### src/wps_pkg.sv
`timescale 1ns / 1ps

package wps_pkg;

  // Parse phases
  localparam logic [3:0] PH_RIFF_ID   = 4'd0;
  localparam logic [3:0] PH_RIFF_SIZE = 4'd1;
  localparam logic [3:0] PH_WAVE_ID   = 4'd2;
  localparam logic [3:0] PH_SUB_ID    = 4'd3;
  localparam logic [3:0] PH_SUB_SIZE  = 4'd4;
  localparam logic [3:0] PH_FMT_BODY  = 4'd5;
  localparam logic [3:0] PH_SKIP      = 4'd6;
  localparam logic [3:0] PH_DATA      = 4'd7;
  localparam logic [3:0] PH_HALT      = 4'd8;

  // Chunk identifiers, first byte in the top octet
  localparam logic [31:0] TAG_RIFF = 32'h5249_4646;
  localparam logic [31:0] TAG_WAVE = 32'h5741_5645;
  localparam logic [31:0] TAG_FMT  = 32'h666D_7420;
  localparam logic [31:0] TAG_DATA = 32'h6461_7461;

  localparam logic [31:0] FMT_BODY_BYTES = 32'd16;
  localparam logic [15:0] BITS_8         = 16'd8;
  localparam logic [15:0] BITS_16        = 16'd16;

  // Result kinds
  localparam logic [1:0] KIND_SAMPLE = 2'd0;
  localparam logic [1:0] KIND_FORMAT = 2'd1;
  localparam logic [1:0] KIND_EOF    = 2'd2;
  localparam logic [1:0] KIND_ERROR  = 2'd3;

  // Error codes
  localparam logic [2:0] ERR_BAD_RIFF      = 3'd0;
  localparam logic [2:0] ERR_BAD_WAVE      = 3'd1;
  localparam logic [2:0] ERR_TRUNC_HEADER  = 3'd2;
  localparam logic [2:0] ERR_TRUNC_CHUNK   = 3'd3;
  localparam logic [2:0] ERR_UNSUP_BITS    = 3'd4;
  localparam logic [2:0] ERR_NONE          = 3'd0;

  typedef struct packed {
    logic [1:0]         kind;
    logic [2:0]         error_code;
    logic signed [15:0] sample_value;
    logic [15:0]        channel_count;
    logic [31:0]        rate_hz;
    logic [15:0]        sample_bits;
    logic [15:0]        format_tag;
    logic [31:0]        bytes_per_second;
    logic [15:0]        frame_bytes;
    logic               is_final;
  } wps_result_t;

endpackage

### src/wav_pcm_stream_parser.sv
`timescale 1ns / 1ps

// A result is registered in the output register, or in the skid register while that one holds an untaken result.
// One byte per clock while in_ready is high; the parse state updates in a single pass per byte.
// A two-entry output (result register plus skid register) keeps input flowing while a
// result waits; in_ready drops only when both entries hold a request.
// Reset (rst, synchronous): parse returns to the RIFF identifier, held fmt fields clear,
// pending results are dropped.
module wav_pcm_stream_parser (
  input  logic               clk,
  input  logic               rst,
  input  logic               in_valid,
  output logic               in_ready,
  input  logic [7:0]         data_byte,
  input  logic               stream_end,
  output logic               out_valid,
  input  logic               out_ready,
  output logic [1:0]         kind,
  output logic [2:0]         error_code,
  output logic signed [15:0] sample_value,
  output logic [15:0]        channel_count,
  output logic [31:0]        rate_hz,
  output logic [15:0]        sample_bits,
  output logic [15:0]        format_tag,
  output logic [31:0]        bytes_per_second,
  output logic [15:0]        frame_bytes,
  output logic               is_final
);
  import wps_pkg::*;

  // Parse state
  logic [3:0]  phase, phase_next;
  logic [3:0]  pos, pos_next;          // byte index within the current field or body
  logic [31:0] tag, tag_next;
  logic [31:0] len, len_next;
  logic [15:0] held_format_tag, held_format_tag_next;
  logic [15:0] held_channels, held_channels_next;
  logic [31:0] held_rate, held_rate_next;
  logic [31:0] held_byte_rate, held_byte_rate_next;
  logic [15:0] held_block_align, held_block_align_next;
  logic [15:0] held_bits, held_bits_next;
  logic [7:0]  low_byte, low_byte_next;

  // Output storage
  wps_result_t res, res_next, skid;
  logic        skid_full;
  logic        emit;
  logic        accept;

  logic [31:0] tag_sh;
  logic [3:0]  pos_inc;
  logic [31:0] len_put;
  logic [1:0]  r_kind;
  logic [2:0]  r_err;
  logic [15:0] r_smp;

  assign in_ready = !skid_full;
  assign accept   = in_valid && in_ready;

  assign tag_sh  = {tag[23:0], data_byte};
  assign pos_inc = pos + 4'd1;

  always_comb begin
    len_put = len;
    len_put[{pos[1:0], 3'b000} +: 8] = data_byte;
  end

  // One byte of parsing
  always_comb begin
    phase_next            = phase;
    pos_next              = pos;
    tag_next              = tag;
    len_next              = len;
    held_format_tag_next  = held_format_tag;
    held_channels_next    = held_channels;
    held_rate_next        = held_rate;
    held_byte_rate_next   = held_byte_rate;
    held_block_align_next = held_block_align;
    held_bits_next        = held_bits;
    low_byte_next         = low_byte;
    emit                  = 1'b0;
    r_kind                = KIND_SAMPLE;
    r_err                 = ERR_NONE;
    r_smp                 = 16'd0;

    case (phase)
      PH_RIFF_ID, PH_WAVE_ID: begin
        tag_next = tag_sh;
        pos_next = pos_inc;
        if (pos == 4'd3) begin
          if (tag_sh != ((phase == PH_RIFF_ID) ? TAG_RIFF : TAG_WAVE)) begin
            emit       = 1'b1;
            r_kind     = KIND_ERROR;
            r_err      = (phase == PH_RIFF_ID) ? ERR_BAD_RIFF : ERR_BAD_WAVE;
            phase_next = PH_HALT;
          end else if (phase == PH_RIFF_ID) begin
            phase_next = PH_RIFF_SIZE;
            pos_next   = 4'd0;
            tag_next   = 32'd0;
          end else begin
            phase_next = PH_SUB_ID;
            pos_next   = 4'd0;
            tag_next   = 32'd0;
            len_next   = 32'd0;
          end
        end
      end
      PH_RIFF_SIZE: begin
        // RIFF size carries nothing we need: count it off
        pos_next = pos_inc;
        if (pos == 4'd3) begin
          phase_next = PH_WAVE_ID;
          pos_next   = 4'd0;
          tag_next   = 32'd0;
        end
      end
      PH_SUB_ID: begin
        tag_next = tag_sh;
        pos_next = pos_inc;
        if (pos == 4'd3) begin
          phase_next = PH_SUB_SIZE;
          pos_next   = 4'd0;
          len_next   = 32'd0;
        end
      end
      PH_SUB_SIZE: begin
        len_next = len_put;
        pos_next = pos_inc;
        if (pos == 4'd3) begin
          pos_next = 4'd0;
          if (tag == TAG_FMT) begin
            phase_next = PH_FMT_BODY;
          end else if (tag == TAG_DATA &&
                       held_bits != BITS_8 && held_bits != BITS_16) begin
            emit       = 1'b1;
            r_kind     = KIND_ERROR;
            r_err      = ERR_UNSUP_BITS;
            phase_next = PH_HALT;
          end else if (len_put == 32'd0) begin
            phase_next = PH_SUB_ID;
            tag_next   = 32'd0;
          end else begin
            phase_next = (tag == TAG_DATA) ? PH_DATA : PH_SKIP;
          end
        end
      end
      PH_FMT_BODY: begin
        // Capture the 16 body bytes into the held fmt fields
        if (pos < 4'd2) begin
          held_format_tag_next[{pos[0], 3'b000} +: 8] = data_byte;
        end else if (pos < 4'd4) begin
          held_channels_next[{pos[0], 3'b000} +: 8] = data_byte;
        end else if (pos < 4'd8) begin
          held_rate_next[{pos[1:0], 3'b000} +: 8] = data_byte;
        end else if (pos < 4'd12) begin
          held_byte_rate_next[{pos[1:0], 3'b000} +: 8] = data_byte;
        end else if (pos < 4'd14) begin
          held_block_align_next[{pos[0], 3'b000} +: 8] = data_byte;
        end else begin
          held_bits_next[{pos[0], 3'b000} +: 8] = data_byte;
        end
        pos_next = pos_inc;
        if (pos == 4'd15) begin
          emit     = 1'b1;
          r_kind   = KIND_FORMAT;
          pos_next = 4'd0;
          if (len > FMT_BODY_BYTES) begin
            len_next   = len - FMT_BODY_BYTES;
            phase_next = PH_SKIP;
          end else begin
            phase_next = PH_SUB_ID;
            tag_next   = 32'd0;
            len_next   = 32'd0;
          end
        end
      end
      PH_SKIP: begin
        len_next = len - 32'd1;
        if (len == 32'd1) begin
          phase_next = PH_SUB_ID;
          pos_next   = 4'd0;
          tag_next   = 32'd0;
        end
      end
      PH_DATA: begin
        if (held_bits == BITS_8) begin
          emit  = 1'b1;
          r_smp = {~data_byte[7], data_byte[6:0], 8'h00};
        end else if (!pos[0]) begin
          low_byte_next = data_byte;
        end else begin
          emit  = 1'b1;
          r_smp = {data_byte, low_byte};
        end
        pos_next = {3'b000, ~pos[0]};
        len_next = len - 32'd1;
        if (len == 32'd1) begin
          phase_next = PH_SUB_ID;
          pos_next   = 4'd0;
          tag_next   = 32'd0;
        end
      end
      default: begin
      end
    endcase

    // Final byte: report where parsing stands unless this byte already gave a result or parsing has halted
    if (stream_end && !emit && phase_next != PH_HALT) begin
      emit   = 1'b1;
      r_kind = KIND_ERROR;
      case (phase_next)
        PH_RIFF_ID:   r_err = ERR_BAD_RIFF;
        PH_RIFF_SIZE: r_err = ERR_TRUNC_HEADER;
        PH_WAVE_ID:   r_err = ERR_BAD_WAVE;
        PH_SUB_ID: begin
          if (pos_next != 4'd0) begin
            r_err = ERR_TRUNC_CHUNK;
          end else begin
            r_kind = KIND_EOF;
          end
        end
        PH_SUB_SIZE, PH_FMT_BODY: r_err = ERR_TRUNC_HEADER;
        default: r_kind = KIND_EOF;
      endcase
    end

    res_next.kind             = r_kind;
    res_next.error_code       = r_err;
    res_next.sample_value     = r_smp;
    res_next.channel_count    = held_channels_next;
    res_next.rate_hz          = held_rate_next;
    res_next.sample_bits      = held_bits_next;
    res_next.format_tag       = held_format_tag_next;
    res_next.bytes_per_second = held_byte_rate_next;
    res_next.frame_bytes      = held_block_align_next;
    res_next.is_final         = stream_end;
  end

  // Parse state: the final byte returns everything to its reset value
  always_ff @(posedge clk) begin
    if (rst || (accept && stream_end)) begin
      phase            <= PH_RIFF_ID;
      pos              <= 4'd0;
      tag              <= 32'd0;
      len              <= 32'd0;
      held_format_tag  <= 16'd0;
      held_channels    <= 16'd0;
      held_rate        <= 32'd0;
      held_byte_rate   <= 32'd0;
      held_block_align <= 16'd0;
      held_bits        <= 16'd0;
      low_byte         <= 8'd0;
    end else if (accept) begin
      phase            <= phase_next;
      pos              <= pos_next;
      tag              <= tag_next;
      len              <= len_next;
      held_format_tag  <= held_format_tag_next;
      held_channels    <= held_channels_next;
      held_rate        <= held_rate_next;
      held_byte_rate   <= held_byte_rate_next;
      held_block_align <= held_block_align_next;
      held_bits        <= held_bits_next;
      low_byte         <= low_byte_next;
    end
  end

  // Output valid flags: a new request lands in the result register if it is free
  // or being taken, otherwise in the skid register
  always_ff @(posedge clk) begin
    if (rst) begin
      out_valid <= 1'b0;
      skid_full <= 1'b0;
    end else if (accept && emit) begin
      if (!out_valid || out_ready) begin
        out_valid <= 1'b1;
      end else begin
        skid_full <= 1'b1;
      end
    end else if (out_valid && out_ready) begin
      if (skid_full) begin
        skid_full <= 1'b0;
      end else begin
        out_valid <= 1'b0;
      end
    end
  end

  // Output payload: no reset needed
  always_ff @(posedge clk) begin
    if (accept && emit) begin
      if (!out_valid || out_ready) begin
        res <= res_next;
      end else begin
        skid <= res_next;
      end
    end else if (out_valid && out_ready && skid_full) begin
      res <= skid;
    end
  end

  assign kind             = res.kind;
  assign error_code       = res.error_code;
  assign sample_value     = res.sample_value;
  assign channel_count    = res.channel_count;
  assign rate_hz          = res.rate_hz;
  assign sample_bits      = res.sample_bits;
  assign format_tag       = res.format_tag;
  assign bytes_per_second = res.bytes_per_second;
  assign frame_bytes      = res.frame_bytes;
  assign is_final         = res.is_final;

endmodule

### config.mk
export PLATFORM = sky130hd
export DESIGN_NAME = wav_pcm_stream_parser
export DESIGN_NICKNAME = d
export VERILOG_FILES = /design/src/wps_pkg.sv /design/src/wav_pcm_stream_parser.sv
export SDC_FILE = /design/constraint.sdc
export NUM_CORES = 1
export LEC_CHECK = 0
export ABC_AREA = 1
export CAP_MARGIN = 20
export CORE_ASPECT_RATIO = 0.9
export CORE_MARGIN = 8
export CORE_UTILIZATION = 40
export DETAILED_ROUTE_END_ITERATION = 12
export DONT_BUFFER_PORTS = 1
export SYNTH_ARGS = -nofsm -noshare
export SYNTH_HDL_FRONTEND = slang
export SYNTH_SLANG_ARGS = --single-unit
export TNS_END_PERCENT = 10
### constraint.sdc
create_clock -name clk -period 13.4 [get_ports clk]
set_input_delay 2.01 -clock clk [delete_from_list [all_inputs] [get_ports clk]]
set_output_delay 2.01 -clock clk [all_outputs]
set_load 0.02 [all_outputs]
======== After elaboration in Yosys (flattened, before gate mapping) ========
Index checks and enable logic that the tools add are counted.
storage, ports and cells
  output and inout bits ................... 152
  register bits after elaboration ......... 510
  input bits .............................. 13
  logic and storage cells ................. 238
cells by class
  mux-type cells .......................... 115
  bitwise operators ....................... 4
  reduce and logical (&&, ||, !) cells .... 34
  add/subtract/negate cells ............... 5
  shift operators ......................... 4
  eq/ne operators ......................... 37
  order comparisons ....................... 6
operators with widths
  cell                                                                     number
  32-bit 2-to-1 mux                                                        24
  150-bit 2-to-1 mux                                                       3
  16-bit 2-to-1 mux                                                        20
  32-bit case mux with 6 select lines                                      1
  32-bit case mux with 5 select lines                                      1
  32-bit bitwise mux                                                       3
  16-bit bitwise mux                                                       4
  32-bit by 31-bit equality test with 1-bit output, second input constant  2
  4-bit 2-to-1 mux                                                         14
  32-bit by 1-bit equality test with 1-bit output, second input constant   1
  32-bit by 5-bit > comparator with 1-bit output, second input constant    1
  32-bit logical NOT                                                       1
  32-bit by 31-bit != test with 1-bit output                               1
  8-bit by 7-bit variable shift with 32-bit output, first input constant   1
  8-bit by 7-bit variable part select with 32-bit output                   1
  32-bit by 1-bit subtractor with 32-bit output, second input constant     1
  32-bit by 5-bit subtractor with 32-bit output, second input constant     1
  27-bit 2-to-1 mux                                                        1
  4-bit by 3-bit equality test with 1-bit output, second input constant    6
  2-bit != test, second input constant                                     12
  4-bit case mux with 6 select lines                                       1
  1-bit 2-to-1 mux                                                         23
  3-bit 2-to-1 mux                                                         7
  4-bit by 2-bit equality test with 1-bit output, second input constant    5
  other kinds (39)                                                         70

======== Longest topological paths before layout ========
  word-level depth ........................ 15
  depth in mapped cells ................... 28

======== Worst setup path before layout ========
OpenSTA, ideal clock, no wires.
  path type ............................... input to register
  start point ............................. input out_ready
  end point ............................... register res, in the netlist bytes_per_second[0] (enable)
  data arrival time ....................... 12556 ps
  stages .................................. 2
  library setup time ...................... 867 ps
  slack ................................... -23 ps
  data required time ...................... 12533 ps
  path buffers ............................ 0
  cell sequence ........................... nand2_1 > o21ai_0
between the ends
  longest elaborated chain between the ends .. 4
RTL lines
  item                                      RTL line                      source
  start: declaration                        wav_pcm_stream_parser.sv:17   input logic out_ready,
  1-bit logical AND (2 in series)           wav_pcm_stream_parser.sv:297  end else if (out_valid && out_ready && skid_full) begin
  2-bit nonzero test (no source line)       --
  2-bit AND reduction (no source line) (*)  --
  end signal: assignment                    wav_pcm_stream_parser.sv:293  res <= res_next;
  end signal: assignment                    wav_pcm_stream_parser.sv:298  res <= skid;
  end: declaration                          wav_pcm_stream_parser.sv:45   wps_result_t res, res_next, skid;
Every way passes the cells marked *; elsewhere a longest branch is shown, timed or not.
A chain may end at the register's enable or synchronous reset.

======== Worst setup path after layout ========
  start point ............................. register pos[0]
  end point ............................... register skid[11] in the netlist's numbering (enable)
between the ends
  longest elaborated chain between the ends .. 14
RTL lines
  item                                                                                                                               RTL line                      source
  start: declaration                                                                                                                 wav_pcm_stream_parser.sv:33   logic [3:0] pos, pos_next;
  start signal: assignment                                                                                                           wav_pcm_stream_parser.sv:255  pos <= pos_next;
  5-bit negator with 7-bit output                                                                                                    wav_pcm_stream_parser.sv:65   len_put[{pos[1:0], 3'b000} +: 8] = data_byte;
  8-bit by 7-bit variable part select with 32-bit output / 8-bit by 7-bit variable shift with 32-bit output (equally long branches)  wav_pcm_stream_parser.sv:65
  32-bit bitwise mux                                                                                                                 wav_pcm_stream_parser.sv:65
  32-bit logical NOT                                                                                                                 wav_pcm_stream_parser.sv:139  end else if (len_put == 32'd0) begin
  3-bit 2-to-1 mux                                                                                                                   wav_pcm_stream_parser.sv:139
  4-bit 2-to-1 mux                                                                                                                   wav_pcm_stream_parser.sv:133  end else if (tag == TAG_DATA &&
  4-bit 2-to-1 mux                                                                                                                   wav_pcm_stream_parser.sv:131  if (tag == TAG_FMT) begin
  4-bit 2-to-1 mux                                                                                                                   wav_pcm_stream_parser.sv:129  if (pos == 4'd3) begin
  4-bit case mux with 6 select lines                                                                                                 wav_pcm_stream_parser.sv:86   case (phase)
  4-bit != test                                                                                                                      wav_pcm_stream_parser.sv:208  if (stream_end && !emit && phase_next != PH_HALT) begin
  1-bit logical AND                                                                                                                  wav_pcm_stream_parser.sv:208
  1-bit 2-to-1 mux (*)                                                                                                               wav_pcm_stream_parser.sv:208
  1-bit logical AND (*)                                                                                                              wav_pcm_stream_parser.sv:291  if (accept && emit) begin
  2-bit AND reduction (no source line) (*)                                                                                           --
  end signal: assignment                                                                                                             wav_pcm_stream_parser.sv:295  skid <= res_next;
  end: declaration                                                                                                                   wav_pcm_stream_parser.sv:45
Marked as above.

==> results by group <==
Global routing
  • Initial antenna violation count: 1
  • Pin count of the biggest net entering global routing: 151
  • GRT Resource Usage Total: 0.210
  • Grt total ovfl: 0
  • First-pass GRT wire length: 111 mm
  • Number of global-route vias before repair: 18.0k

Clocking
  • H-tree levels: 2
  • Later-pin clock latency in the skew report: 620 ps
  • Clock Sinks: 510
  • Total CTS buffers: 55
  • CTS Root Cell: clkbuf_16
  • Hold_buf cts: 0
  • CTS tree: yes
  • Resized Gates After CTS: 0
  • Post-CTS setup buffers: 0
  • Clk pin slew, worst setup/hold paths: 60 ps
  • Maximum buffer depth of the clock tree: 3

Critical path
  • CP max FO: 76
  • Worst endpoint data arrival time: 6840 ps
  • Worst R2R Path Depth: 22
  • Reg2Reg Capture Point: skid[11]$_DFFE_PP_
  • R2R Setup Slk: 6790 ps
  • CP required: 13630 ps
  • Critical path type: reg -> reg
  • Critical Path Sink Type: flip-flop
  • Crit Reg-Reg Startpoint: pos[0]$_SDFFE_PP0P_
  • CP startpoint kind: flip-flop

Synth
  • Synthesized area per cell: 8.26 um2
  • Async S/R FF share, synth: 0
  • Compound-gate portion of the synthesized area: 0.143
  • Number of flops mapped to enable cells by yosys: 300
  • Main combinational cell family by area after synthesis: simple AND/OR/NAND/NOR gates
  • Most used flip-flop cell after synthesis: edfxtp_1
  • Yosys cell types: 45
  • Post-synthesis adder-cell area fraction: 0.00526
  • Post-synthesis mux area share: 0
  • YS warnings: 0
  • Synth Area in XOR/XNOR: 0.00331
  • Top cell type's share of synthesized area: 0.379
  • Register area share after synthesis: 0.555
  • Synth top cells by count: nand2_1, inv_1, edfxtp_1, o21ai_0, nor2_1
  • Post-synth top area cell: edfxtp_1
  • Post-Synthesis Cells: 2881
  • Post-Syn Nets: 2904
  • Top cells by area, synth: edfxtp_1, dfxtp_1, nand2_1
  • Cell with the most instances after synthesis: nand2_1
  • Post-Syn Area: 0.0238 mm2
  • Synth Area in Simple Gates: 0.199
  • Synthesized flop and latch total: 510

Routing
  • TritonRoute pass-1 iters: 6
  • Top layer in use: met5
  • Initial DRC Count: 1949
  • Wire length on met3: 5.69 mm
  • Drt via density: 5.28
  • WL met2: 31.9 mm
  • Post-DRT Antenna Nets: 0
  • # DRC: 0
  • Wire length per cell: 20.1 um
  • Post-Route WL: 73.4 mm
  • Wl on met1: 34.0 mm
  • Vias: 19.2k

Power
  • Pwr dens: 138 mW/mm2
  • Clock Power Share: 0.433
  • P_sw: 920 uW
  • Leak: 0.0115 uW
  • Internal power: 2700 uW
  • Sequential Power Share: 0.491
  • Overall Power: 3620 uW
  • Max IR drop VDD: 91.6 uV
  • Sw Ratio: 0.254
  • Logic pwr share: 0.077

Hold path
  • Hold path cells: 2
  • Worst Hold End: tag[29]$_SDFFE_PP0P_
  • Hold Startpoint: tag[29]$_SDFFE_PP0P_
  • HP Class: reg -> reg

Floorplanning
  • Die Ht: 247 um
  • Die area: 0.0675 mm2
  • IO Pins: 165
  • Site Rows: 84
  • Core area: 0.0586 mm2
  • Die W: 273 um
  • Starting Density: 0.406

Layout
  • NumNets Final: 2848
  • Filler cells: 5735
  • Share of post-route cells with drive strength above 1: 0.0540
  • Area growth syn-to-layout: 10.3%
  • Diode count: 0

STA
  • Worst Clk Skew: 26.8 ps
  • Period minus WS final: 6610 ps
  • Worst slew pin tran: 1110 ps
  • Period utilization: 0.493
  • Fin. max-slew vios: 0
  • Final Hold Fails: 0
  • Setup ws final: 6790 ps
  • Setup TNS: 0 ps
  • Fmax: 0.151 GHz
  • Relative slew margins: 0.251
  • Finish-stage setup viols: 0
  • RSZ-0062 raised after global routing: no

Place
  • Setup WS pre-CTS: 6900 ps
  • Final GP Congestion: 0.950
  • PortBufs: 0
  • Detailed Place HPWL: 51.3 mm

Outcome
  • Run status: complete, no violations

Flow run
  • # Max-Cap Violations: 0
registers in the layout (all words and copies together) (netlist names), 32 cells and up:
name	flops
skid	150
bytes_per_second	32
held_byte_rate	32
held_rate	32
len	32
rate_hz	32
tag	32
kinds of logic (layout without fill, tap and decap cells):
| logic type | after synthesis | count (layout) |
|---|---|---|
| xor gates and xnor gates | 9 | 9 |
| adders and majority gates | 10 | 10 |
| DFF | 510 | 510 |
| AOI/OAI and AO/OA | 619 | 619 |
| buffers and inverters | 554 | 544 |
| and+or+nand+nor | 1179 | 1179 |
worst max-delay path by stage:
stage / startpoint / end / slack [ps] / cells past startpoint
finish: pos[0]$_SDFFE_PP0P_ / skid[11]$_DFFE_PP_ / 6790 / 22
global route: pos[0]$_SDFFE_PP0P_ / skid[9]$_DFFE_PP_ / 6290 / 22
CTS: pos[0]$_SDFFE_PP0P_ / skid[11]$_DFFE_PP_ / 6970 / 22
detailed placement: data_byte[3] / skid[113]$_DFFE_PP_ / 6900 / 21
global placement: data_byte[1] / skid[11]$_DFFE_PP_ / 7020 / 21
floorplan: out_ready / bytes_per_second[0]$_DFFE_PP_ / 4030 / 2
worst max-delay path: stages (launching register included):
cell	delay, ps
dfxtp_1	940
clkinv_1	570
ha_1	520
nor2_1	780
nand2_1	220
nand2_1	160
nand2_1	90
nand2_1	70
nor2_1	70
nand2_1	70
nor2_1	50
nand2_1	190
nand2_1	80
nand2_1	60
nand2_1	50
nand3_2	100
nand2_2	80
nand3_2	90
nand2_2	70
nand2_2	130
nand3_1	180
inv_6	640
buf_4	890
final cells by class:
class / count / area [um2] / area share
clock inverter: 37 / 414 / 0.0158
tap: 774 / 968 / 0.0369
inverter: 418 / 1580 / 0.0600
sequential: 510 / 13200 / 0.504
multi-input combinational: 1817 / 8400 / 0.320
clock buffer: 66 / 1460 / 0.0556
timing repair buffer: 23 / 209 / 0.00796
routing by layer:
| metal | global-route usage | vias to the layer above |
|---|---|---|
| met5 | 0 | - |
| met3 | 0.0431 | 110 |
| met2 | 0.320 | 665 |
| met4 | 0.0590 | 2 |
| li1 | - | 9324 |
| met1 | 0.301 | 9138 |
stage by stage:
step                      utilization  hold slack (ps)  instances  instance area [um2]
after floorplan                     -              437       2881                23800
after global placement          0.415              453       3538                24300
after detailed placement        0.415              458       3539                24300
after CTS                       0.447              468       3642                26200
after global routing            0.447              494       3645                26200
final                           0.447              465       3645                26200
layout by cell type (no fill, tap or decap), drive strengths merged, types with 20 or more instances in the layout:
cell and count:
nor2 249, o211ai 36, a21oi 196, o21a 23, dfxtp 210, nand3 83, nor3 29, clkinv 32
inv 409, clkbuf 67, nand4 21, buf 22, nand2 777, edfxtp 300, o22ai 20, o21ai 298
a211oi 21
power groups by stage:
stage | Combinational [uW] | Clock [uW] | Sequential [uW]
CTS | 277 | 1610 | 1780
detailed placement | 275 | 0 | 1810
floorplan | 201 | 0 | 1810
global placement | 270 | 0 | 1810
finish | 278 | 1570 | 1780
global route | 311 | 1660 | 1780
Note: power is estimated with default switching activity, not from simulation.
